<file path="src/bcj2d_ram.sv">
// Generic single-write, single-read RAM with registered read data.
module bcj2d_ram #(
  parameter int unsigned WIDTH = 8,
  parameter int unsigned DEPTH = 256,
  localparam int unsigned AW = $clog2(DEPTH)
) (
  input  logic             clk_i,
  input  logic             we_i,
  input  logic [AW-1:0]    waddr_i,
  input  logic [WIDTH-1:0] wdata_i,
  input  logic [AW-1:0]    raddr_i,
  output logic [WIDTH-1:0] rdata_o
);

  logic [WIDTH-1:0] mem_q [DEPTH];
  logic [WIDTH-1:0] rdata_q;

  always_ff @(posedge clk_i) begin
    if (we_i) begin
      mem_q[waddr_i] <= wdata_i;
    end
    rdata_q <= mem_q[raddr_i];
  end

  assign rdata_o = rdata_q;

endmodule

</file>
<file path="config.mk">
export PLATFORM = sky130hd
export DESIGN_NAME = bcj2d_ram
export DESIGN_NICKNAME = d
export VERILOG_FILES = /design/src/bcj2d_ram.sv
export SDC_FILE = /design/constraint.sdc
export NUM_CORES = 2
export LEC_CHECK = 0
export BUFFER_PORTS_ARGS = -buffer_cell sky130_fd_sc_hd__buf_2
export CAP_MARGIN = 25
export CORE_UTILIZATION = 40
export CTS_BUF_LIST = sky130_fd_sc_hd__clkbuf_4 sky130_fd_sc_hd__clkbuf_8 sky130_fd_sc_hd__clkbuf_16
export CTS_CLUSTER_DIAMETER = 80
export DETAILED_ROUTE_END_ITERATION = 8
export PLACE_DENSITY = 0.62
export SKIP_LAST_GASP = 1
export SYNTH_ARGS = -nofsm -noshare
export SYNTH_HDL_FRONTEND = slang
export SYNTH_SLANG_ARGS = --single-unit
export TNS_END_PERCENT = 30
</file>
<file path="constraint.sdc">
create_clock -name clk_i -period 3.15 [get_ports clk_i]
set_clock_uncertainty 0.05 [all_clocks]
set_input_delay 0.315 -clock clk_i [delete_from_list [all_inputs] [get_ports clk_i]]
set_output_delay 0.315 -clock clk_i [all_outputs]
set_load 0.005 [all_outputs]
</file>
* Yosys cells after proc, flatten, opt, wreduce, memory -nomap -nowiden *
Memories as Yosys holds them, arrays and structs flattened. A register that Yosys moved wholly into a read port is not among the register bits.
Cells that the tools add are included.

cells by class
  mux-type cells = 2

operator list
  operator           number
  1-bit two-way mux  2

word-level totals
  bits in writable memories = 2,048
  bits in registers = 0
  memories = 1

memories
  name   words  width  rd ports  clocked after memory_dff  write ports  RTL line  RTL
  mem_q  256    8      1         1                         1            15        logic [WIDTH-1:0] mem_q [DEPTH];

* Logic depth before layout (Yosys ltp) *
  word-level depth = 2
  depth in mapped cells = 11

* Least setup slack after synthesis *
Ideal clock, no wire load.

  path kind = in2reg
  start point = input raddr_i[0]
  end point = register rdata_q[2] (netlist: rdata_o[2]), read port of mem_q
  stages = 9
  required time = 2.969 ns
  path slack = 0.847 ns
  data arrival time = 2.122 ns
  setup time = 0.131 ns
  cell sequence = buf_6 buf_12 buf_8 buf_2 mux4_2 a22oi_1 a21oi_1 nor4_1 nor4_2

RTL lines
  item                RTL line  RTL
  start: declaration  11        input logic [AW-1:0] raddr_i,
  end: declaration    16        logic [WIDTH-1:0] rdata_q;

==> out/qor.csv <==
stage,metric,value,unit
drt,avgViaCountPerCell,5.666,
floorplan,die_x,448.0,um
pwr,power_density,618.7,mW/mm^2
placement,place.gp.congestion,0.8495,
clock_tree,cts.sinks,2056,
clock_tree,cts-resized-gates,0,
synth,synth_nets,3759,
floorplan,num_rows,163,
floorplan,floorplan.initialDensity,40.30,%
global_route,grt_util_all_layers,20.18,%
sta,setup_viol,0,
final_layout,nets,4313,
floorplan,pin_count,34,
critical_path,worstPathRequired,3.83,ns
sta,fin_crit_sh,90.97,%
synth,syn_avg_cell_area,21.31,um^2
final_layout,fin_util,47.29,%
critical_path,critPathKind,register to register,
synth,synth_seq_area_share,77.50,%
floorplan,die_y,448.0,um
clock_tree,cts_made_buffers,202,
min_path,hp-class,primary input to register,
pwr,swShare,20.96,%
flow_run,max_cap_violations,0,
clock_tree,cts.path.max_buffers,3,
placement,dpl_worst_slack,-0.3717,ns
critical_path,cp_max_fo,1,
global_route,grt_max_degree,133,
floorplan,core,0.1974,mm^2
global_route,grt_pass1_wl,291300,um
pwr,clkPwrFrac,42.6,%
critical_path,critPathCaptureType,register,
final_layout,drive_gt1_share,30.90,%
sta,slew_viol_final,0,
synth,synth_edf_count,2048,
synth,synth-simple-area-share,2.628,%
synth,synth_cells,3733,
drt,drt_pre_antenna_iters,5,
synth,syn_area,0.07956,mm^2
pwr,peakVddDrop,0.4832,mV
pwr,power_leakage,29.89,nW
final_layout,syn2layout_area_growth,17.35,%
clock_tree,cts_tree,done,
clock_tree,clk_latency,0.84,ns
pwr,p_int,45.66,mW
pwr,power_switching,12.11,mW
placement,portBuffers,33,
sta,rsz0062_at_grt,no,
pwr,p_comb_share,5.1,%
synth,ys_ff_latch,2056,
global_route,grt_pass1_vias,40580,
sta,finalWorstSetupSlack,0.2846,ns
floorplan,die-area,0.2007,mm^2
drt,wirelength,201300,um
synth,synthXorXnorAreaFrac,0,%
sta,fin_crit,2.865,ns
synth,ys_warn_count,0,
pwr,power.share.sequential,52.3,%
sta,hold_viol_final,0,
synth,synth.distinct_cells,55,
final_layout,post_layout_nonfiller_instances,7100,
synth,synth_fa_ha_area_share,0,%
clock_tree,htreeDepth,4,
synth,synth_top_area_share,77.30,%
drt,num_vias,40230,
global_route,antenna_found_initial,7,
status,status,finished clean,
placement,hpwlAfterDp,129900,um
placement,place_inst,6717,
synth,ys_dominant_reg_cell,edfxtp_1,
drt,drc,0,
synth,synth_compound_area_share,3.419,%
synth,ys_async_sr_fraction,0,%
clock_tree,clkSlewWorstSetupHoldPaths,0.06,ns
global_route,overflow,0,
sta,tightest_slew,1.068,ns
synth,synth_top_family_by_area,multiplexers,
drt,wire_per_inst,28.35,um
synth,synth_area_leader_cell,edfxtp_1,
drt,postRouteAntennaNets,0,
critical_path,worstSetupStartpointType,register,
sta,relSlewSlack,28.13,%
synth,synthTopCellsByArea,"edfxtp_1 (77%), mux4_2 (13%), mux2i_1 (1.7%), nor2_1 (1.3%), a22oi_1 (1.3%)",
synth,synth_mux_area_share,14.62,%
sta,max_freq,349.0,MHz
clock_tree,root_buffer,clkbuf_16,
critical_path,arrival,3.55,ns
drt,drt_iter0_markers,4674,
==> layer usage <==
metal  routed length, um  track usage, %
met2               99010           32.86
met4                4908           5.466
met3               14590           3.603
met5                  22               0
met1               82790           28.03
==> final cells by class <==
class                   instances  area [um^2]
fillers                     16340       104100
flip-flops and latches       2056        61660
multi-input cells            1442        16490
clock buffers                 246         5458
repair buffers                583         5071
well taps                    2640         3303
clock inverters               128         1363
inverters                       2        7.507
diodes                          3        7.507
==> worst paths after layout <==
| check | slack (ns) | end | depth (start not counted) | from |
|---|---|---|---|---|
| min | 0.05 | mem_q[198][4] | 1 | wdata_i[4] |
| max reg2reg | 0.28 | rdata_o[3] | 8 | mem_q[208][3] |
| min reg2reg | 0.97 | rdata_o[5] | 7 | mem_q[32][5] |
| max | 0.28 | rdata_o[3] | 8 | mem_q[208][3] |
==> Yosys cell counts (24+ instances only) <==
| cell type | n |
|---|---|
| a21oi_1 | 96 |
| a22oi_1 | 133 |
| buf_2 | 31 |
| buf_4 | 27 |
| clkbuf_1 | 111 |
| edfxtp_1 | 2048 |
| mux2i_1 | 134 |
| mux4_2 | 454 |
| nand2_1 | 33 |
| nand3_1 | 34 |
| nor2_1 | 282 |
| nor2b_1 | 31 |
| nor4_1 | 24 |
| o221ai_1 | 46 |
| o22ai_1 | 28 |
==> registers in the layout, summed over array words and instances, names as in the netlist <==
signal	flops
mem_q	2048
rdata_o	8
==> cells in the final DEF (no fill, tap or decap), types with 13 or more instances in the layout <==
cell type / synthesis / layout
edfxtp_1: 2048 / 2048
buf_4: 27 / 492
mux4_2: 454 / 454
nor2_1: 282 / 279
clkbuf_16: 0 / 204
mux2i_1: 134 / 134
a22oi_1: 133 / 133
a21oi_1: 96 / 96
buf_12: 8 / 53
clkinv_1: 1 / 48
o221ai_1: 46 / 46
clkinv_2: 0 / 36
clkbuf_4: 0 / 36
nand2_1: 33 / 33
nand3_1: 34 / 33
o22ai_1: 28 / 28
nor2b_1: 31 / 28
bufinv_16: 0 / 25
nor4_1: 24 / 24
nor3_1: 22 / 22
buf_2: 31 / 21
a211oi_1: 16 / 16
a221oi_1: 13 / 13
==> per-stage QoR <==
stage | hold WS, ns | setup TNS (ns) | power [mW] | instance area (um^2)
floorplan | 0.3639 | 0 | 32.22 | 79560
global placement | 0.6488 | -1.949 | 33.74 | 86470
detailed placement | 0.6553 | -1.625 | 33.78 | 86470
CTS | 0.03303 | 0 | 58.15 | 93350
global route | 0.06562 | 0 | 59.26 | 93350
finish | 0.04680 | 0 | 57.76 | 93360
==> power by group through the flow <==
stage                     clock (mW)  sequential [mW]  combinational, mW
after floorplan                    0             30.8               1.46
after detailed placement           0             30.8               2.96
after CTS                       24.9             30.2               2.98
after global routing            25.9             30.2               3.10
final                           24.6             30.2               2.95
after global placement             0             30.8               2.93
==> critical path, cell delays in order, from the launching register on <==
cell and delay (ns):
edfxtp_1 0.37, mux4_2 0.50, a22o_1 0.29, a221oi_1 0.62
o32ai_1 0.28, buf_4 0.21, nor3_1 0.18, buf_4 0.21
nor4_1 0.06
==> cell families (layout without fill, tap and decap cells) <==
kind of cell / after synthesis / count (layout)
multiplexers: 591 / 591
AO/OA/AOI/OAI: 385 / 385
other: 0 / 3
flip-flops: 2056 / 2056
buffers and inverters: 235 / 959
AND/OR/NAND/NOR: 466 / 466
==> timing repair <==
item | in CTS | in global routing
setup endpoints to repair | 0 | 0
buffers inserted | 0 | 0
hold buffers | 6 | 0
endpoints found under the hold margin | 192 | 0
No activity file was read; power rests on OpenSTA's default activity.
