$ cat src/bcj2d_pkg.sv
// Shared types and constants of the BCJ2 x86 branch decoder.
package bcj2d_pkg;

  // Probability store
  localparam int unsigned PROB_W     = 11;
  localparam int unsigned PROB_DEPTH = 258;
  localparam int unsigned PROB_AW    = 9;
  localparam logic [PROB_W-1:0] PROB_INIT = 11'h400;

  localparam logic [PROB_AW-1:0] IDX_JCC       = 9'd0;
  localparam logic [PROB_AW-1:0] IDX_JMP       = 9'd1;
  localparam logic [PROB_AW-1:0] IDX_CALL_BASE = 9'd2;

  // Configuration port
  localparam int unsigned CFG_AW = 3;
  localparam logic REG_OUTPUT_SIZE = 1'b0;

  // Opcodes
  localparam logic [7:0] OP_CALL = 8'hE8;
  localparam logic [7:0] OP_JMP  = 8'hE9;
  localparam logic [7:0] OP_ESC  = 8'h0F;
  localparam logic [3:0] JCC_HI  = 4'h8;

  localparam logic [2:0] START_LAST = 3'd4;

  // Wanted item codes
  localparam logic [2:0] NEED_MAIN  = 3'd0;
  localparam logic [2:0] NEED_RANGE = 3'd1;
  localparam logic [2:0] NEED_CALL  = 3'd2;
  localparam logic [2:0] NEED_JUMP  = 3'd3;
  localparam logic [2:0] NEED_NONE  = 3'd4;

  // Status codes
  localparam logic [2:0] ST_OK        = 3'd0;
  localparam logic [2:0] ST_BAD_START = 3'd1;
  localparam logic [2:0] ST_OVERRUN   = 3'd2;
  localparam logic [2:0] ST_BAD_CODE  = 3'd3;
  localparam logic [2:0] ST_OOT       = 3'd4;

  typedef enum logic [6:0] {
    PH_START = 7'b0000001,
    PH_MAIN  = 7'b0000010,
    PH_BIT   = 7'b0000100,
    PH_ADDR  = 7'b0001000,
    PH_END   = 7'b0010000,
    PH_DONE  = 7'b0100000,
    PH_FAIL  = 7'b1000000
  } phase_e;

  typedef enum logic [1:0] {
    CTX_NONE = 2'd0,
    CTX_CALL = 2'd1,
    CTX_JMP  = 2'd2,
    CTX_JCC  = 2'd3
  } ctx_e;

  // Results of one input transaction
  typedef struct packed {
    logic [31:0] word;
    logic        byte_valid;
    logic        multi;
    logic [2:0]  need;
    logic [2:0]  status;
    logic        finished;
  } rec_t;

  typedef struct packed {
    logic               we;
    logic [PROB_AW-1:0] addr;
    logic [PROB_W-1:0]  data;
  } prob_wr_t;

endpackage

$ cat src/bcj2d_if.sv


interface bcj2d_out_if;
  logic       valid;
  logic       ready;
  logic [7:0] out_byte;
  logic       byte_valid;
  logic [2:0] need;
  logic [2:0] status;
  logic       finished;
  logic       last;

  modport source (output valid, out_byte, byte_valid, need, status, finished, last,
                  input ready);
  modport sink (input valid, out_byte, byte_valid, need, status, finished, last,
                output ready);
endinterface

$ cat src/bcj2d_emit.sv
// Result emitter: holds transaction results and sends them one byte at a time.
module bcj2d_emit (
  input  logic            clk_i,
  input  logic            rst_ni,
  input  logic            push_i,
  input  bcj2d_pkg::rec_t rec_i,
  output logic            pend_full_o,
  bcj2d_out_if.source     out_o
);
  import bcj2d_pkg::*;

  rec_t       cur_q, pend_q;
  logic       cur_v_q, pend_v_q;
  logic [1:0] idx_q;
  logic       out_fire, is_last, cur_free;

  assign out_fire = out_o.valid && out_o.ready;
  assign is_last  = !cur_q.multi || idx_q == 2'd3;
  assign cur_free = !cur_v_q || (out_fire && is_last);

  assign pend_full_o     = pend_v_q;
  assign out_o.valid      = cur_v_q;
  assign out_o.out_byte   = cur_q.byte_valid ? cur_q.word[{idx_q, 3'b000} +: 8] : 8'h00;
  assign out_o.byte_valid = cur_q.byte_valid;
  assign out_o.need       = cur_q.need;
  assign out_o.status     = cur_q.status;
  assign out_o.finished   = cur_q.finished;
  assign out_o.last       = is_last;

  always_ff @(posedge clk_i or negedge rst_ni) begin
    if (!rst_ni) begin
      cur_v_q  <= 1'b0;
      pend_v_q <= 1'b0;
      idx_q    <= '0;
    end else if (cur_free) begin
      cur_v_q  <= pend_v_q || push_i;
      pend_v_q <= pend_v_q && push_i;
      idx_q    <= '0;
    end else begin
      pend_v_q <= pend_v_q || push_i;
      if (out_fire) idx_q <= idx_q + 2'd1;
    end
  end

  always_ff @(posedge clk_i) begin
    if (cur_free) cur_q <= pend_v_q ? pend_q : rec_i;
    if (push_i) pend_q <= rec_i;
  end

`ifndef ASSERT_OFF
  a_pend_behind_cur: assert property (@(posedge clk_i) disable iff (!rst_ni)
    pend_v_q |-> cur_v_q) else $error("skid entry valid while output empty");
  a_single_idx: assert property (@(posedge clk_i) disable iff (!rst_ni)
    (cur_v_q && !cur_q.multi) |-> idx_q == 2'd0) else $error("byte index on single result");
  a_no_overflow: assert property (@(posedge clk_i) disable iff (!rst_ni)
    push_i |-> !pend_v_q) else $error("result pushed into full emitter");
`endif

endmodule

$ cat src/flat_wrapper.sv
// flat-port wrapper written by rule: the top's interface ports become plain ports
module bcj2d_emit_flat import bcj2d_pkg::*;
  (clk_i, rst_ni, push_i, rec_i, pend_full_o, out_o_valid, out_o_out_byte, out_o_byte_valid, out_o_need, out_o_status, out_o_finished, out_o_last, out_o_ready);
  bcj2d_out_if out_o_i ();
  input  logic clk_i;
  input  logic rst_ni;
  input  logic push_i;
  input  bcj2d_pkg::rec_t rec_i;
  output logic pend_full_o;
  output wire logic [$bits(out_o_i.valid)-1:0] out_o_valid;
  output wire logic [$bits(out_o_i.out_byte)-1:0] out_o_out_byte;
  output wire logic [$bits(out_o_i.byte_valid)-1:0] out_o_byte_valid;
  output wire logic [$bits(out_o_i.need)-1:0] out_o_need;
  output wire logic [$bits(out_o_i.status)-1:0] out_o_status;
  output wire logic [$bits(out_o_i.finished)-1:0] out_o_finished;
  output wire logic [$bits(out_o_i.last)-1:0] out_o_last;
  input wire logic [$bits(out_o_i.ready)-1:0] out_o_ready;
  assign out_o_valid = out_o_i.valid;
  assign out_o_out_byte = out_o_i.out_byte;
  assign out_o_byte_valid = out_o_i.byte_valid;
  assign out_o_need = out_o_i.need;
  assign out_o_status = out_o_i.status;
  assign out_o_finished = out_o_i.finished;
  assign out_o_last = out_o_i.last;
  assign out_o_i.ready = out_o_ready;
  bcj2d_emit u_core (.clk_i(clk_i), .rst_ni(rst_ni), .push_i(push_i), .rec_i(rec_i), .pend_full_o(pend_full_o), .out_o(out_o_i));
endmodule
$ cat config.mk
export PLATFORM = sky130hd
export DESIGN_NAME = bcj2d_emit_flat
export DESIGN_NICKNAME = d
export VERILOG_FILES = /design/src/bcj2d_pkg.sv /design/src/bcj2d_if.sv /design/src/bcj2d_emit.sv /design/src/flat_wrapper.sv
export SDC_FILE = /design/constraint.sdc
export NUM_CORES = 1
export LEC_CHECK = 0
export BUFFER_PORTS_ARGS = -buffer_cell sky130_fd_sc_hd__buf_2
export CORE_UTILIZATION = 59
export CTS_CLUSTER_DIAMETER = 200
export DETAILED_ROUTE_END_ITERATION = 7
export PLACE_DENSITY_LB_ADDON = 0.2
export SLEW_MARGIN = 15
export SYNTH_ARGS = -nofsm -noshare
export SYNTH_HDL_FRONTEND = slang
export SYNTH_SLANG_ARGS = --single-unit
$ cat constraint.sdc
create_clock -name clk_i -period 5.65 [get_ports clk_i]
set_clock_uncertainty 0.1 [all_clocks]
set_input_delay 0.8475 -clock clk_i [delete_from_list [all_inputs] [get_ports clk_i]]
set_output_delay 0.8475 -clock clk_i [all_outputs]
set_load 0.01 [all_outputs]
## Word level (Yosys, flattened, before mapping)

Index checks and enable logic that the tools add are counted.

- Bits in registers: 86
- Input port bits: 45
- Output and inout port bits: 19
- Logic and storage cells: 32

- $add $sub $neg: 1
- Equality and inequality tests: 1
- Shift-type cells: 1
- Muxes and demuxes: 5
- Reduce and logical (&&, ||, !) cells: 9

Operators by type and width:

| operator | number |
|---|---|
| $mux 41 | 1 |
| $shiftx 32x6->8 | 1 |
| $mux 8 | 1 |
| $mux 2 | 2 |
| $logic_and 1x1->1 | 3 |
| $logic_or 1x1->1 | 3 |
| $add 2x1->2 const B | 1 |
| $eq 2x2->1 const B | 1 |
| $logic_not 1->1 | 2 |
| $reduce_bool 2->1 | 1 |
| $mux 1 | 1 |

## Longest topological paths before layout

Gate-level depths: netlist of run 1.

- Depth after elaboration: 5
- Gate-level depth with buffers: 5
- Gate-level depth less buffers: 5

## Worst setup path before layout of run 1

Ideal clock, no wire load.

- Kind: input port to flip-flop
- Start: in out_o_ready
- End: reg u_core.cur_q[10] (netlist name), enable pin
- Library setup time: 0.396 ns
- Arrival time: 1.710 ns
- Data required time: 5.154 ns
- Slack: 3.444 ns
- Cell stages on the path: 2
- Cell sequence: a21boi_2 -> inv_1

- Word-level cells in the longest chain between the ends: 3

Ends and longest elaborated chain:

| element | RTL line | RTL |
|---|---|---|
| start: declaration | flat_wrapper.sv:17 | `input wire logic [$bits(out_o_i.ready)-1:0] out_o_ready;` |
| $logic_and 1x1->1 | bcj2d_emit.sv:17 | `assign out_fire = out_o.valid && out_o.ready;` |
| $logic_and 1x1->1 | bcj2d_emit.sv:19 | `assign cur_free = !cur_v_q \|\| (out_fire && is_last);` |
| $logic_or 1x1->1 | bcj2d_emit.sv:19 |  |
| net u_core.cur_free | bcj2d_emit.sv:15 | `logic out_fire, is_last, cur_free;` |
| end signal: assignment | bcj2d_emit.sv:46 | `if (cur_free) cur_q <= pend_v_q ? pend_q : rec_i;` |
| end: declaration | bcj2d_emit.sv:12 | `rec_t cur_q, pend_q;` |

The timed path passes the listed nets, and every way through them passes these cells.
A chain may end at the register's enable or synchronous reset.

## Final worst setup path of run 1

- Start: reg u_core.idx_q[0]
- End: out out_o_last

- Word-level cells in the longest chain between the ends: 2

Ends and longest elaborated chain:

| element | RTL line | RTL |
|---|---|---|
| start: declaration | bcj2d_emit.sv:14 | `logic [1:0] idx_q;` |
| start signal: assignment | bcj2d_emit.sv:41 | `if (out_fire) idx_q <= idx_q + 2'd1;` |
| $eq 2x2->1 | bcj2d_emit.sv:18 | `assign is_last = !cur_q.multi \|\| idx_q == 2'd3;` |
| $logic_or 1x1->1 | bcj2d_emit.sv:18 |  |
| end: declaration | flat_wrapper.sv:16 | `output wire logic [$bits(out_o_i.last)-1:0] out_o_last;` |

No other way between the ends.

==> results of run 1 <==
## state kept, by name, indices dropped and copies added, names as in the netlist
name                     count
u_core.out_o.byte_valid      1
u_core.out_o.finished        1
u_core.out_o.need            3
u_core.out_o.status          3
u_core.cur_q                33
u_core.pend_q               41
u_core.idx_q                 2
u_core.pend_full_o           1
u_core.out_o.valid           1
## critical path, cell delays in order, from the launching register on
cell,delay [ns]
dfrtp_1,0.96
ha_1,0.33
nor2b_4,0.05
inv_2,0.07
buf_2,0.13
## area by class of cell
| class | count | share of cell area |
|---|---|---|
| tap | 75 | 0.0229 |
| inverter | 3 | 0.00274 |
| clock buffer | 9 | 0.0302 |
| clock inverter | 7 | 0.0158 |
| timing repair buffer | 65 | 0.0804 |
| sequential | 86 | 0.624 |
| multi-input combinational | 78 | 0.224 |
## placed cells by master (no fill, tap or decap), types with 2 or more instances in the layout
cell type	count
edfxtp_1	82
clkbuf_8	9
mux2_4	39
mux2i_1	16
inv_1	2
buf_4	2
buf_2	63
o22ai_1	8
nand2_1	2
mux2_2	2
dfrtp_1	3
clkinv_1	3
clkinvlp_4	2
## stage by stage
| stage | utilization | std cells |
|---|---|---|
| after detailed placement | 0.662 | 307 |
| final | 0.694 | 323 |
| after floorplan | - | 181 |
| after CTS | 0.694 | 323 |
| after global routing | 0.694 | 323 |
| after global placement | 0.662 | 307 |
## routing by layer
metal / share of wire / vias to the layer above / routed length, um / GRT usage
li1: - / 827 / - / -
met1: 0.47 / 832 / 2480 / 0.251
met2: 0.48 / 40 / 2550 / 0.270
met3: 0.036 / 7 / 193 / 0.0443
met4: 0.017 / 0 / 89 / 0.109
met5: 0 / - / 0 / 0
## power breakdown
group / switching, uW / internal [uW]
combinational: 104 / 137
sequential: 42.3 / 782
clock: 202 / 200
total: 348 / 1120
## how the worst min path moves through the flow
stage	from	to	slack [ns]	cells past startpoint
after floorplan	u_core.pend_q[40]	u_core.cur_q[40]	0.42	1
after global placement	u_core.pend_q[2]	u_core.out_o.status[1]	0.43	1
after detailed placement	u_core.pend_q[37]	u_core.cur_q[37]	0.43	1
after CTS	rst_ni	u_core.out_o.valid	0.19	1
after global routing	rst_ni	u_core.out_o.valid	0.19	1
final	rst_ni	u_core.out_o.valid	0.20	1
## logic make-up after synthesis
logic type	count (synthesis)	synth area share
compound gates	11	0.0210
fa+ha+maj	2	0.00655
buf+inv	17	0.0407
flops	86	0.706
mux	57	0.212
simple gates	8	0.0138
==> flow_metrics.tcl, run 1 <==
set metrics [dict create \
    run_status "finished, final reports clean" \
    crit_required_ns 4.70 \
    drt-pass1-iter-count 4 \
    htreeDepth 3 \
    crit_start "u_core.idx_q[0]" \
    whs_ns 0.204 \
    ir_drop_mv 0.200 \
    syn_inst 181 \
    yosys-top-cells-count "edfxtp_1 (82), mux2_4 (39), mux2i_1 (16), o22ai_1 (8)" \
    grt_pass1_wl_um 8380 \
    clock-sinks 86 \
    grt_use_total 0.184 \
    criticalPathCategory "flop to primary output" \
    power_uw 1470 \
    clk_latency_ns 0.33 \
    cts_buffer_depth 2 \
    reg2reg_slack_ns 3.19 \
    finalNetCount 289 \
    drive_gt1_frac 0.500 \
    route.detailed.drc 0 \
    async_reset_ff_frac 0.0465 \
    place_hpwl_um 3460 \
    setup_slack_ns 2.82 \
    drtIter0Drc 95 \
    p_per_area_nw_per_um2 357 \
    cts_made_buffers 9 \
    hold_buffers 0 \
    synth_cell_types 24 \
    cts_root_buf "clkbuf_8" \
    clk_pin_slew_ns 0.08 \
    synth_edf_count 82 \
    stdcell_area_um2 4110 \
    io_buffers 63 \
    end_kind "primary output" \
    rows 28 \
    ant_nets 0 \
    cts_setup_buffers 0 \
    tightest_slew_ns 0.981 \
    drv_cap 0 \
    io_pins 64 \
    synth_area_um2 3630 \
    fmax_mhz 353 \
    first_global_vias 1690 \
    grt_overflow 0 \
    synth_seq_cells 86 \
    rr_startpoint "u_core.idx_q[0]" \
    design.die.area_um2 6470 \
    tns_ns 0 \
    setup.worst_path.start_class "flop" \
    routabilityCongestion 0.754 \
    fillers 387 \
    yosys_warnings 0 \
    finalMaxSlewViolations 0 \
    crit_arrival_ns 1.88 \
    grt_setup_unrepaired "false" \
    vias 1706 \
    yosysMostFrequentCell "edfxtp_1" \
    avgViaCountPerCell 5.28 \
    reg2regPathDepth 6 \
    regArea_um2 2560 \
    timing.rr.end "u_core.cur_q[16]" \
    ys_top_cells_by_area "edfxtp_1 (68%), mux2_4 (16%), mux2i_1 (4.4%)" \
    postSynthAreaPerCell_um2 20.0 \
    avgRoutedWirePerCell_um 16.4 \
    hold_viol_final 0 \
    crit_end "out_o_last" \
    crit_path_max_fanout 19 \
    hold_path_class "primary input to async pin" \
    placed_area_um2 3920 \
    wl_um 5310 \
    finalSetupViolations 0 \
    n_antenna_cell 0 \
    initial_core_util 0.613 \
    area_growth_pct 13.2 \
    p_leak_uw 0.00167 \
    dieWidth_um 80.4 \
    period_share 0.501 \
    synth.net_count 227 \
    period_minus_slack_ns 2.83 \
    core_area_um2 5920 \
    multi_input_area_um2 918 \
    synth-main-ff-cell "edfxtp_1" \
    max_slew_margin 0.346 \
    ys_seq_area_frac 0.706 \
    synth_area_leader_cell "edfxtp_1" \
    pre_cts_ws_ns 3.16 \
    antenna_found_initial 0 \
    grt_max_degree 44 \
    cts_tree "built" \
    die_h_um 80.4 \
    yosysTopAreaCellShare 0.679 \
    cts_resized 0 \
]
Note: power is estimated with default switching activity, not from simulation.
==> inputs of run 2 (changes only) <==
Settings changed: CORE_UTILIZATION 59 to 50.
Clock period 5.65 ns to 2.4 ns, I/O delays scaled along.
==> run 2 against run 1 <==
  * Die area increased by 18%
  * Non-clock buffer count is 4 higher
  * Sequential power increased by 130%
  * Global-route usage down 2.3 points
  * Setup slack lost 2.6 ns
  * Register-to-register slack worse by 2.6 ns
  * Critical endpoint is now out_o_out_byte[3]
==> flow_metrics.tcl, run 2 (same netlist as run 1, synthesis figures left out) <==
set metrics [dict create \
    run_status "finished, final reports clean" \
    reg_top3 "u_core.pend_q (41), u_core.cur_q (33)" \
    routabilityCongestion 0.716 \
    n_antenna_cell 0 \
    cts_root_buf "clkbuf_8" \
    clk_pin_slew_ns 0.09 \
    drtIter0Drc 128 \
    rr_startpoint "u_core.idx_q[0]" \
    placed_area_um2 3980 \
    crit_path_max_fanout 12 \
    reg2reg_slack_ns 0.57 \
    clock-sinks 86 \
    crit_required_ns 1.94 \
    grt_overflow 0 \
    criticalPathCategory "flop to primary output" \
    timing.rr.end "u_core.cur_q[18]" \
    setup.worst_path.start_class "flop" \
    grt_use_total 0.162 \
    finalMaxSlewViolations 0 \
    first_global_vias 1698 \
    finalSetupViolations 0 \
    final_common_cell "edfxtp_1" \
    dieWidth_um 87.2 \
    final_cell_mix "edfxtp_1 (82), buf_2 (63), mux2_4 (39)" \
    reg2regPathDepth 6 \
    power_uw 3570 \
    whs_ns 0.0979 \
    tns_ns 0 \
    fmax_mhz 462 \
    crit_start "u_core.idx_q[0]" \
    io_buffers 63 \
    clk_latency_ns 0.35 \
    fillers 553 \
    place_inst 331 \
    ir_drop_mv 0.470 \
    cts_made_buffers 9 \
    finalNetCount 293 \
    tightest_slew_ns 0.967 \
    vias 1698 \
    grt_max_degree 44 \
    grt_setup_unrepaired "false" \
    io_pins 64 \
    period_share 0.902 \
    die_h_um 87.2 \
    drt-pass1-iter-count 4 \
    period_minus_slack_ns 2.17 \
    ant_nets 0 \
    crit_end "out_o_out_byte[3]" \
    fin_cells 348 \
    largest_reg_flops 41 \
    avgViaCountPerCell 4.88 \
    max_slew_margin 0.355 \
    antenna_found_initial 0 \
    cts_buffer_depth 2 \
    htreeDepth 3 \
    route.detailed.drc 0 \
    drv_cap 0 \
    avgRoutedWirePerCell_um 15.8 \
    drive_gt1_frac 0.504 \
    cts_tree "built" \
    cts_resized 0 \
    p_per_area_nw_per_um2 852 \
    end_kind "primary output" \
    wl_um 5500 \
    initial_core_util 0.525 \
    area_growth_pct 15.6 \
    grt_pass1_wl_um 8700 \
    crit_arrival_ns 1.71 \
    cts_setup_buffers 0 \
    rows 30 \
    place_hpwl_um 3670 \
    stdcell_area_um2 4190 \
    core_area_um2 6910 \
    top_register "u_core.pend_q" \
    hold_viol_final 0 \
    design.die.area_um2 7600 \
    hold_path_class "primary input to flop" \
    p_leak_uw 0.00171 \
]
## run 2: cell types whose count changed in the layout (fill, tap and decap cells not counted), sizes merged
cell and delta:
buf +3, bufinv +1, clkbuf +2, clkinv -1, clkinvlp -2, dlygate4sd3 +1
## run 2: worst min-delay path by stage
stage	startpoint	end	slack [ns]	depth (start not counted)
5_1_grt	rec_i[13]	u_core.pend_q[13]	0.07	1
2_1_floorplan	rst_ni	u_core.idx_q[0]	-0.04	0
3_3_place_gp	rst_ni	u_core.out_o.valid	0.07	1
3_5_place_dp	rst_ni	u_core.out_o.valid	0.07	1
6_report	rec_i[13]	u_core.pend_q[13]	0.1	1
4_1_cts	rec_i[13]	u_core.pend_q[13]	0.08	1
## run 2: metrics by stage
| step | utilization | setup slack [ns] |
|---|---|---|
| floorplan | - | 0.345 |
| global placement | 0.576 | 0.573 |
| detailed placement | 0.576 | 0.557 |
| CTS | 0.607 | 0.205 |
| global route | 0.607 | 0.135 |
| finish | 0.607 | 0.234 |
## run 2: final cells by class
cell class                      instances  area [um2]  share of cell area
Timing Repair Buffer                   69         375              0.0895
Sequential cell                        86        2560               0.611
Multi-Input combinational cell         78         918               0.219
Clock inverter                          5        73.8              0.0176
Tap cell                               96         120              0.0286
Clock buffer                           11         131              0.0313
Inverter                                3        11.3             0.00268
## run 2: critical path: stages, from the launching register on
cell     delay [ns]
dfrtp_1        0.53
buf_4          0.31
mux2i_1        0.26
o22ai_1        0.11
buf_2          0.15
## run 2: repair_timing
item                                   in CTS  in global routing
endpoints found under the hold margin       4                  0
hold buffers                                1                  0
setup endpoints to repair                   0                  0
## run 2: where the power goes
group / leakage [uW] / switching, uW / internal [uW] / total (uW)
combinational: 0.000768 / 276 / 338 / 613
clock: 0.000105 / 466 / 580 / 1050
sequential: 0.000834 / 73.1 / 1840 / 1910
total: 0.00171 / 815 / 2760 / 3570
## run 2: routing by layer
metal / share of wire / vias to the layer above / GRT usage / wire, um
li1: - / 828 / - / -
met1: 0.49 / 815 / 0.232 / 2710
met2: 0.45 / 42 / 0.228 / 2460
met3: 0.037 / 13 / 0.0427 / 205
met4: 0.023 / 0 / 0.0805 / 124
met5: 0 / - / 0 / 0
