File: config.mk
export PLATFORM = sky130hd
export DESIGN_NAME = bcj2d_core_flat
export DESIGN_NICKNAME = d
export VERILOG_FILES = /design/src/bcj2d_pkg.sv /design/src/bcj2d_if.sv /design/src/bcj2d_core.sv /design/src/flat_wrapper.sv
export SDC_FILE = /design/constraint.sdc
export NUM_CORES = 1
export LEC_CHECK = 0
export BUFFER_PORTS_ARGS = -buffer_cell sky130_fd_sc_hd__buf_2
export CORE_ASPECT_RATIO = 1.5
export CORE_MARGIN = 8
export CORE_UTILIZATION = 38
export DETAILED_ROUTE_END_ITERATION = 10
export SYNTH_ARGS = -nofsm -noshare
export SYNTH_HDL_FRONTEND = slang
export SYNTH_SLANG_ARGS = --single-unit
export TNS_END_PERCENT = 50
File: constraint.sdc
create_clock -name clk_i -period 24.5 [get_ports clk_i]
set_input_delay 2.45 -clock clk_i [delete_from_list [all_inputs] [get_ports clk_i]]
set_output_delay 2.45 -clock clk_i [all_outputs]
set_load 0.02 [all_outputs]
File: src/bcj2d_pkg.sv
// Shared types and constants of the BCJ2 x86 branch decoder.
package bcj2d_pkg;

  // Probability store
  localparam int unsigned PROB_W     = 11;
  localparam int unsigned PROB_DEPTH = 258;
  localparam int unsigned PROB_AW    = 9;
  localparam logic [PROB_W-1:0] PROB_INIT = 11'h400;

  localparam logic [PROB_AW-1:0] IDX_JCC       = 9'd0;
  localparam logic [PROB_AW-1:0] IDX_JMP       = 9'd1;
  localparam logic [PROB_AW-1:0] IDX_CALL_BASE = 9'd2;

  // Configuration port
  localparam int unsigned CFG_AW = 3;
  localparam logic REG_OUTPUT_SIZE = 1'b0;

  // Opcodes
  localparam logic [7:0] OP_CALL = 8'hE8;
  localparam logic [7:0] OP_JMP  = 8'hE9;
  localparam logic [7:0] OP_ESC  = 8'h0F;
  localparam logic [3:0] JCC_HI  = 4'h8;

  localparam logic [2:0] START_LAST = 3'd4;

  // Wanted item codes
  localparam logic [2:0] NEED_MAIN  = 3'd0;
  localparam logic [2:0] NEED_RANGE = 3'd1;
  localparam logic [2:0] NEED_CALL  = 3'd2;
  localparam logic [2:0] NEED_JUMP  = 3'd3;
  localparam logic [2:0] NEED_NONE  = 3'd4;

  // Status codes
  localparam logic [2:0] ST_OK        = 3'd0;
  localparam logic [2:0] ST_BAD_START = 3'd1;
  localparam logic [2:0] ST_OVERRUN   = 3'd2;
  localparam logic [2:0] ST_BAD_CODE  = 3'd3;
  localparam logic [2:0] ST_OOT       = 3'd4;

  typedef enum logic [6:0] {
    PH_START = 7'b0000001,
    PH_MAIN  = 7'b0000010,
    PH_BIT   = 7'b0000100,
    PH_ADDR  = 7'b0001000,
    PH_END   = 7'b0010000,
    PH_DONE  = 7'b0100000,
    PH_FAIL  = 7'b1000000
  } phase_e;

  typedef enum logic [1:0] {
    CTX_NONE = 2'd0,
    CTX_CALL = 2'd1,
    CTX_JMP  = 2'd2,
    CTX_JCC  = 2'd3
  } ctx_e;

  // Results of one input transaction
  typedef struct packed {
    logic [31:0] word;
    logic        byte_valid;
    logic        multi;
    logic [2:0]  need;
    logic [2:0]  status;
    logic        finished;
  } rec_t;

  typedef struct packed {
    logic               we;
    logic [PROB_AW-1:0] addr;
    logic [PROB_W-1:0]  data;
  } prob_wr_t;

endpackage

File: src/bcj2d_if.sv
// Valid/ready channel interfaces for input items and result items.
interface bcj2d_in_if;
  logic        valid;
  logic        ready;
  logic [1:0]  mode;
  logic [7:0]  byte_value;
  logic [31:0] address_word;

  modport source (output valid, mode, byte_value, address_word, input ready);
  modport sink (input valid, mode, byte_value, address_word, output ready);
endinterface


File: src/bcj2d_core.sv
// Decoder core: coder state, branch sequencing and probability read-modify-write.
module bcj2d_core #(
  parameter int unsigned POS_WIDTH = 32
) (
  input  logic                               clk_i,
  input  logic                               rst_ni,
  input  logic [31:0]                        output_size_i,
  bcj2d_in_if.sink                           in_i,
  input  logic                               pend_full_i,
  output logic                               push_o,
  output bcj2d_pkg::rec_t                    rec_o,
  output bcj2d_pkg::prob_wr_t                prob_wr_o,
  output logic [bcj2d_pkg::PROB_AW-1:0]      prob_raddr_o,
  input  logic [bcj2d_pkg::PROB_W-1:0]       prob_rdata_i
);
  import bcj2d_pkg::*;

  phase_e              phase_q, phase_d;
  ctx_e                ctx_q, ctx_d;
  logic [2:0]          start_q, start_d;
  logic [31:0]         range_q, range_d;
  logic [31:0]         code_q, code_d;
  logic [POS_WIDTH-1:0] pos_q, pos_d;
  logic [7:0]          prev_q, prev_d;
  logic                dec_q, dec_d;
  logic                dec_bv_q, dec_bv_d;
  logic [PROB_AW-1:0]  idx_q, idx_d;
  logic                clear_q;
  logic [PROB_AW-1:0]  clr_addr_q;

  logic                 in_fire;
  logic [POS_WIDTH-1:0] size_ext;
  logic [31:0]          code_n, range_n, rel, bound;
  logic                 bit_set, overrun, to_main, to_end;
  logic [PROB_W-1:0]    p_inc, p_dec;
  logic [2:0]           status;

  function automatic logic [2:0] want_f(phase_e ph, ctx_e c);
    logic [2:0] w;
    unique case (ph)
      PH_START: w = NEED_RANGE;
      PH_MAIN:  w = NEED_MAIN;
      PH_BIT:   w = NEED_RANGE;
      PH_ADDR:  w = (c == CTX_CALL) ? NEED_CALL : NEED_JUMP;
      PH_END:   w = NEED_RANGE;
      default:  w = NEED_NONE;
    endcase
    return w;
  endfunction

  function automatic logic [PROB_AW-1:0] idx_f(ctx_e c, logic [7:0] prev);
    logic [PROB_AW-1:0] i;
    unique case (c)
      CTX_CALL: i = IDX_CALL_BASE + PROB_AW'(prev);
      CTX_JMP:  i = IDX_JMP;
      default:  i = IDX_JCC;
    endcase
    return i;
  endfunction

  assign in_fire  = in_i.valid && in_i.ready;
  assign in_i.ready = !clear_q && !dec_q && !pend_full_i;
  assign size_ext = POS_WIDTH'(output_size_i);
  assign code_n   = {code_q[23:0], in_i.byte_value};
  assign range_n  = {range_q[23:0], 8'h00};
  assign rel      = in_i.address_word - 32'(pos_q + POS_WIDTH'(4));

  // Bit decode, in the dec_q stage of a decode transaction
  assign bound   = {11'b0, range_q[31:11]} * {21'b0, prob_rdata_i};
  assign bit_set = !(code_q < bound);
  assign p_inc   = prob_rdata_i + PROB_W'((12'd2048 - {1'b0, prob_rdata_i}) >> 5);
  assign p_dec   = prob_rdata_i - (prob_rdata_i >> 5);
  // fewer than four bytes left before output_size
  assign overrun = ({1'b0, pos_q} + (POS_WIDTH+1)'(4)) > {1'b0, size_ext};

  always_comb begin
    phase_d  = phase_q;
    ctx_d    = ctx_q;
    start_d  = start_q;
    range_d  = range_q;
    code_d   = code_q;
    pos_d    = pos_q;
    prev_d   = prev_q;
    dec_d    = 1'b0;
    dec_bv_d = 1'b0;
    to_main  = 1'b0;
    to_end   = 1'b0;
    status   = ST_OK;
    push_o   = 1'b0;
    rec_o.word       = '0;
    rec_o.byte_valid = 1'b0;
    rec_o.multi      = 1'b0;

    if (dec_q) begin
      push_o = 1'b1;
      // echo of the opcode byte that started this decode, if any
      rec_o.byte_valid = dec_bv_q;
      if (dec_bv_q) rec_o.word = {24'b0, (ctx_q == CTX_CALL) ? OP_CALL : prev_q};
      if (!bit_set) begin
        range_d = bound;
        if (ctx_q == CTX_CALL) prev_d = OP_CALL;
        ctx_d   = CTX_NONE;
        to_main = 1'b1;
      end else begin
        code_d  = code_q - bound;
        range_d = range_q - bound;
        if (overrun) begin
          ctx_d   = CTX_NONE;
          phase_d = PH_FAIL;
          status  = ST_OVERRUN;
        end else begin
          phase_d = PH_ADDR;
        end
      end
    end else if (in_fire) begin
      if ({1'b0, in_i.mode} != want_f(phase_q, ctx_q)) begin
        status = ST_OOT;
      end else begin
        unique case (phase_q)
          PH_START: begin
            code_d = code_n;
            if (start_q == '0 && in_i.byte_value != '0) begin
              range_d = '0;
              code_d  = '0;
              phase_d = PH_FAIL;
              status  = ST_BAD_START;
            end else begin
              start_d = start_q + 3'd1;
              if (start_q == START_LAST) begin
                if (code_n == '1) begin
                  range_d = '0;
                  code_d  = '0;
                  phase_d = PH_FAIL;
                  status  = ST_BAD_START;
                end else begin
                  range_d = '1;
                  to_main = 1'b1;
                end
              end
            end
          end
          PH_MAIN: begin
            rec_o.byte_valid = 1'b1;
            rec_o.word       = {24'b0, in_i.byte_value};
            pos_d = pos_q + POS_WIDTH'(1);
            if (in_i.byte_value == OP_CALL) begin
              ctx_d   = CTX_CALL;
              phase_d = PH_BIT;
            end else if (in_i.byte_value == OP_JMP) begin
              ctx_d   = CTX_JMP;
              prev_d  = in_i.byte_value;
              phase_d = PH_BIT;
            end else if (in_i.byte_value[7:4] == JCC_HI && prev_q == OP_ESC) begin
              ctx_d   = CTX_JCC;
              prev_d  = in_i.byte_value;
              phase_d = PH_BIT;
            end else begin
              prev_d  = in_i.byte_value;
              to_main = 1'b1;
            end
            if (phase_d == PH_BIT) dec_d = (range_q[31:24] != '0);
            dec_bv_d = dec_d;
          end
          PH_BIT: begin
            range_d = range_n;
            code_d  = code_n;
            dec_d   = (range_n[31:24] != '0);
          end
          PH_END: begin
            range_d = range_n;
            code_d  = code_n;
            to_end  = 1'b1;
          end
          PH_ADDR: begin
            rec_o.byte_valid = 1'b1;
            rec_o.multi      = 1'b1;
            rec_o.word       = rel;
            pos_d   = pos_q + POS_WIDTH'(4);
            prev_d  = rel[31:24];
            ctx_d   = CTX_NONE;
            to_main = 1'b1;
          end
          default: ;
        endcase
      end
      push_o = !dec_d;
    end

    // Main-phase size check, then the end check once the coder is normalized
    if (to_main && pos_d < size_ext) begin
      phase_d = PH_MAIN;
    end else if (to_main || to_end) begin
      if (range_d[31:24] == '0) begin
        phase_d = PH_END;
      end else if (code_d != '0) begin
        phase_d = PH_FAIL;
        status  = ST_BAD_CODE;
      end else begin
        phase_d = PH_DONE;
      end
    end

    rec_o.need     = want_f(phase_d, ctx_d);
    rec_o.status   = status;
    rec_o.finished = (phase_d == PH_DONE);
  end

  assign prob_raddr_o = idx_f(ctx_d, prev_d);
  assign idx_d = dec_d ? prob_raddr_o : idx_q;

  assign prob_wr_o.we   = clear_q || dec_q;
  assign prob_wr_o.addr = clear_q ? clr_addr_q : idx_q;
  assign prob_wr_o.data = clear_q ? PROB_INIT : (bit_set ? p_dec : p_inc);

  always_ff @(posedge clk_i or negedge rst_ni) begin
    if (!rst_ni) begin
      phase_q    <= PH_START;
      ctx_q      <= CTX_NONE;
      start_q    <= '0;
      range_q    <= '0;
      code_q     <= '0;
      pos_q      <= '0;
      prev_q     <= '0;
      dec_q      <= 1'b0;
      dec_bv_q   <= 1'b0;
      clear_q    <= 1'b1;
      clr_addr_q <= '0;
    end else begin
      phase_q  <= phase_d;
      ctx_q    <= ctx_d;
      start_q  <= start_d;
      range_q  <= range_d;
      code_q   <= code_d;
      pos_q    <= pos_d;
      prev_q   <= prev_d;
      dec_q    <= dec_d;
      dec_bv_q <= dec_bv_d;
      if (clear_q) begin
        clr_addr_q <= clr_addr_q + PROB_AW'(1);
        if (clr_addr_q == PROB_AW'(PROB_DEPTH - 1)) clear_q <= 1'b0;
      end
    end
  end

  always_ff @(posedge clk_i) begin
    idx_q <= idx_d;
  end

`ifndef ASSERT_OFF
  a_dec_one_cycle: assert property (@(posedge clk_i) disable iff (!rst_ni)
    dec_q |=> !dec_q) else $error("decode stage held for more than one cycle");
  a_dec_in_bit: assert property (@(posedge clk_i) disable iff (!rst_ni)
    dec_q |-> (phase_q == PH_BIT && !clear_q)) else $error("decode outside bit phase");
  a_done_no_need: assert property (@(posedge clk_i) disable iff (!rst_ni)
    (push_o && rec_o.finished) |-> rec_o.need == NEED_NONE)
    else $error("finished result still asks for an item");
`endif

endmodule

File: src/flat_wrapper.sv
// flat-port wrapper written by rule: the top's interface ports become plain ports
module bcj2d_core_flat import bcj2d_pkg::*;
#(
  parameter int unsigned POS_WIDTH = 32
)
  (clk_i, rst_ni, output_size_i, pend_full_i, push_o, rec_o, prob_wr_o, prob_raddr_o, prob_rdata_i, in_i_valid, in_i_mode, in_i_byte_value, in_i_address_word, in_i_ready);
  bcj2d_in_if in_i_i ();
  input  logic clk_i;
  input  logic rst_ni;
  input  logic [31:0] output_size_i;
  input  logic pend_full_i;
  output logic push_o;
  output bcj2d_pkg::rec_t rec_o;
  output bcj2d_pkg::prob_wr_t prob_wr_o;
  output logic [bcj2d_pkg::PROB_AW-1:0] prob_raddr_o;
  input  logic [bcj2d_pkg::PROB_W-1:0] prob_rdata_i;
  input wire logic [$bits(in_i_i.valid)-1:0] in_i_valid;
  input wire logic [$bits(in_i_i.mode)-1:0] in_i_mode;
  input wire logic [$bits(in_i_i.byte_value)-1:0] in_i_byte_value;
  input wire logic [$bits(in_i_i.address_word)-1:0] in_i_address_word;
  output wire logic [$bits(in_i_i.ready)-1:0] in_i_ready;
  assign in_i_i.valid = in_i_valid;
  assign in_i_i.mode = in_i_mode;
  assign in_i_i.byte_value = in_i_byte_value;
  assign in_i_i.address_word = in_i_address_word;
  assign in_i_ready = in_i_i.ready;
  bcj2d_core #(.POS_WIDTH(POS_WIDTH)) u_core (.clk_i(clk_i), .rst_ni(rst_ni), .output_size_i(output_size_i), .in_i(in_i_i), .pend_full_i(pend_full_i), .push_o(push_o), .rec_o(rec_o), .prob_wr_o(prob_wr_o), .prob_raddr_o(prob_raddr_o), .prob_rdata_i(prob_rdata_i));
endmodule
# After elaboration in Yosys (flattened, before gate mapping)
# Cells that the tools add are included.
dict set report classes {
  n_eq_ne 25
  n_addsub 12
  multipliers 1
  mux 116
  n_lt_le_gt_ge 3
  bitwise 3
  reduce_logical 25
}
# cell count
set op_table {}
lappend op_table {{$mux W32} 17}
lappend op_table {{$pmux W32 S2} 3}
lappend op_table {{$mux W7} 19}
lappend op_table {{$sub A32 B32 Y32} 3}
lappend op_table {{$mux W34} 2}
lappend op_table {{$pmux W33 S2} 1}
lappend op_table {{$lt A32 B32 Y1} 2}
lappend op_table {{$mux W8} 7}
lappend op_table {{$mux W3} 13}
lappend op_table {{$add A32 B3 Y33 const B} 1}
lappend op_table {{$gt A33 B32 Y1} 1}
lappend op_table {{$mux W1} 33}
lappend op_table {{$mux W33} 1}
lappend op_table {{$add A32 B1 Y32 const B} 1}
lappend op_table {{$add A32 B3 Y32 const B} 1}
lappend op_table {{$eq A32 B32 Y1 const B} 1}
lappend op_table {{$mul A21 B11 Y32} 1}
lappend op_table {{$reduce_bool A32 Y1} 1}
lappend op_table {{$reduce_bool A8 Y1} 3}
lappend op_table {{$mux W11} 2}
lappend op_table {{$eq A7 B3 Y1 const B} 3}
lappend op_table {{$mux W2} 9}
lappend op_table {{$pmux W3 S3} 2}
lappend op_table {{$pmux W9 S2} 1}
lappend op_table {{other kinds (39)} 57}
dict set report totals {
  out_inout_bits 73
  inputBits 89
  regBits 137
  wordCells 198
}

# Logic depth before layout (Yosys ltp)
dict set report depth {
  ltp_word 19
  depth_mapped 49
  depth_no_buf 45
}

# Least setup slack after synthesis
# OpenSTA, ideal clock, no wires.
dict set report synth_timing {
  path_kind {input port to output port}
  from {input prob_rdata_i[10] (netlist name)}
  to {output prob_wr_o[10] (netlist name)}
  cell_stages 45
  n_path_buf 5
  t_arrival_ps 12178
  required_ps 22050
  path_slack_ps 9872
  cell_sequence {clkbuf_1 clkbuf_1 nand2_1 fa_1 fa_1 inv_1 fa_1 fa_1 inv_1 fa_1 inv_1 ha_1 o21ai_0 nand2b_1 a31oi_1 o21ai_0 a21oi_1 xor2_1 [9 not listed] buf_1 clkbuf_1 clkbuf_1 nor2_1 xnor2_1 ha_1 nor2b_1 o21ai_0 nand2b_1 a21o_1 a21o_1 a21o_1 a21o_1 a21o_1 a21oi_1 xor2_1 xnor2_1 nand2b_1}
}
# element line_no
set synth_lines {}
lappend synth_lines {{start, declared} flat_wrapper.sv:16} ;# input logic [bcj2d_pkg::PROB_W-1:0] prob_rdata_i;
lappend synth_lines {{end, declared} flat_wrapper.sv:14} ;# output bcj2d_pkg::prob_wr_t prob_wr_o;

==> results.yml <==
run_status:
  run_status: "finished, final reports clean"
yosys:
  synth_simple_gate_area_share_pct: 20.7
  synth-edff-count: 9
  yosys_warnings: 0
  synth_compound_area_share_pct: 21.1
  ys_ff_latch: 137
  synth_top_family_by_area: "adder cells"
  synth_xor_area_share_pct: 7.01
  netlist-cell-type-count: 108
  muxShareOfSynthArea_pct: 1.14
  synth_adder_area_share_pct: 27.6
  netlist_area_um2: 23400
  synthCells: 2915
  async_reset_ff_share_pct: 93.4
  synth_area_per_cell_um2: 8.03
  synth_nets: 3409
  yosysSeqAreaShare_pct: 14.9
  synth_ff_type: "dfrtp_1"
cells_and_area:
  syn_to_final_growth_pct: 8.93
  nets: 3475
  n_fill_cell: 6363
  drive_above_1_share_pct: 9.42
routing:
  ant_nets: 0
  dr.first_iter.drc_count: 1321
  vias: 21946
  drc: 0
  drt-total-wl_um: 80800
  dr.pass1.iters: 7
  wl_per_cell_um: 21.3
  vias_per_cell: 5.80
sta:
  fin_crit_sh_pct: 63.0
  final.setup.tns_ps: 0
  drv_slew: 0
  clock_skew_ps: 9.33
  timing.fmax_ghz: 0.0648
  relSlewSlack_pct: 20.6
  setup_viol: 0
  hold_violations: 0
  rsz0062_at_grt: "no"
  tightest_slew_ps: 1180
  min_period_ps: 15440
critical_path:
  worstSetupPathType: "input pin to output pin"
  reg2reg_slack_ps: 13770
  worst_path_max_delay_cell: "fa_1"
  cp_max_fo: 27
  arrival_ps: 12990
  timing.critical_path.from_type: "input pin"
  cp.required_ps: 22050
  critPathMaxStageDelay_ps: 550
  critPathCaptureType: "output pin"
place:
  hpwl_um: 63200
  io_buffers: 161
  gp_congestion: 0.948
clock_network:
  clkSinkCount: 137
  cts_max_path_buffers: 2
  path_clk_slew_ps: 60
  cts_tree: "done"
  cts_hold_buf: 0
  cts_root_buf: "clkbuf_16"
  cts_resized: 0
  post_cts_buffers: 0
  insertion_delay_ps: 450
  cts_buffers: 17
  htree_num_levels: 4
floorplan:
  die-area_um2: 69900
  rows: 111
  initial_core_util_pct: 38.4
  die_w_um: 219
  core_area_um2: 61000
  io_pins: 162
  die_h_um: 320
global_route:
  grt_usage_pct: 23.1
  antenna_found_initial: 1
  overflow: 0
  grt_max_degree: 73
  grt_pass1_vias: 22871
  grt_pass1_wl_um: 128000
min_path:
  hold_class: "flop to flop"
run:
  drv_cap: 0
## final cells by class
type                    count  area [um2]  area share [%]
clock buffers              21         472            1.85
well taps                 791         990            3.88
flip-flops and latches    137        3480            13.6
diodes                      1        2.50         0.00982
clock inverters            11         146           0.574
repair buffers            188        1010            3.98
multi-input cells        2311       18200            71.3
inverters                 326        1220            4.80
## routing by layer
| layer | vias up | share of wire, % | GRT usage, % |
|---|---|---|---|
| li1 | 10279 | - | - |
| met1 | 10717 | 38 | 25.2 |
| met2 | 708 | 52 | 42.0 |
| met3 | 242 | 4.3 | 3.00 |
| met4 | 0 | 6.1 | 13.3 |
| met5 | - | 0 | 0 |
## synthesized netlist by cell type (9+ instances only)
cell / n / area share, %
a211o_1: 13 / 0.49
a211oi_1: 16 / 0.51
a21o_1: 81 / 2.6
a21oi_1: 167 / 3.6
a221oi_1: 16 / 0.60
a22oi_1: 23 / 0.74
a31oi_1: 18 / 0.48
and2_1: 109 / 2.9
and3_1: 30 / 0.80
buf_2: 16 / 0.34
clkbuf_1: 116 / 1.9
dfrtp_1: 126 / 13
edfxtp_1: 9 / 1.2
fa_1: 174 / 15
ha_1: 231 / 12
inv_1: 326 / 5.2
mux2_2: 12 / 0.58
mux2i_1: 12 / 0.51
nand2_1: 306 / 4.9
nand2b_1: 34 / 0.91
nand3_1: 50 / 1.1
nand4_1: 48 / 1.3
nor2_1: 208 / 3.3
nor2b_1: 22 / 0.59
nor3_1: 60 / 1.3
nor3b_1: 10 / 0.32
nor4_1: 18 / 0.48
o2111ai_1: 11 / 0.41
o211ai_1: 25 / 0.80
o21a_1: 41 / 1.3
o21ai_0: 128 / 2.7
o21ai_1: 9 / 0.19
o221ai_1: 22 / 0.82
o22ai_1: 10 / 0.27
o31ai_1: 20 / 0.64
or2_2: 9 / 0.24
or3_1: 12 / 0.32
xnor2_1: 109 / 4.1
xor2_1: 73 / 2.7
## cells in the final DEF, fill, tap and decap left out, drive strengths merged, types with 34 or more instances in the layout
cell    Yosys  layout
fa        174     174
ha        231     231
and2      110     110
nor2      210     210
o21a       41      41
xnor2     109     109
nand2     307     307
a21o       81      81
xor2       73      73
nor3       61      61
nand2b     34      34
a21oi     169     169
buf        25     188
nand4      48      48
inv       326     326
o21ai     139     139
dfrtp     126     126
nand3      50      50
## cells by family (layout without fill, tap and decap cells)
kind of cell    count (synthesis)  in the layout
compound gates                715            715
xor+xnor                      184            184
fa+ha+maj                     412            412
buf+inv                       467            546
flops                         137            137
mux                            25             25
other cells                     0              1
simple gates                  975            975
## worst max-delay path: cells and delay by family
family | cells | cell delay (ps)
fa+ha+maj | 10 | 4210
compound gates | 14 | 3180
simple gates | 9 | 1410
xor+xnor | 4 | 1020
buf+inv | 4 | 710
## worst paths after layout
check	endpoint	cells past startpoint	startpoint
worst max-delay path	prob_wr_o[10]	41	prob_rdata_i[9]
worst min-delay path	u_core.clr_addr_q[8]$_DFFE_PN0P_	1	u_core.clr_addr_q[8]$_DFFE_PN0P_
worst max register to register	u_core.idx_q[7]$_DFFE_PP_	30	u_core.range_q[23]$_DFFE_PN0P_
worst min register to register	u_core.clr_addr_q[8]$_DFFE_PN0P_	1	u_core.clr_addr_q[8]$_DFFE_PN0P_
max in group asynchronous	u_core.range_q[12]$_DFFE_PN0P_	2	rst_ni
min in group asynchronous	u_core.clr_addr_q[0]$_DFFE_PN0P_	1	rst_ni
## registers in the layout (all words and copies together), names as in the netlist
signal,count
u_core.ctx_q,2
u_core.code_q,32
u_core.dec_q,1
u_core.clr_addr_q,9
u_core.pos_q,32
u_core.clear_q,1
u_core.phase_q,7
u_core.range_q,32
u_core.start_q,3
u_core.prev_q,8
u_core.dec_bv_q,1
u_core.idx_q,9
## stage by stage
stage               instance area (um2)  hold slack [ps]  utilization, %  instances  setup WS [ps]
CTS                               25500              535            41.8       3785           9050
detailed placement                24900              521            40.8       3753           9080
floorplan                         23400              454               -       2915           9870
global placement                  24900              504            40.8       3753           9170
finish                            25500              527            41.8       3786           9060
global route                      25500              559            41.8       3785           8450
Power is left out: the tool's default activity adds up to more than one toggle a clock period on the data nets, which glitch-free logic cannot reach.
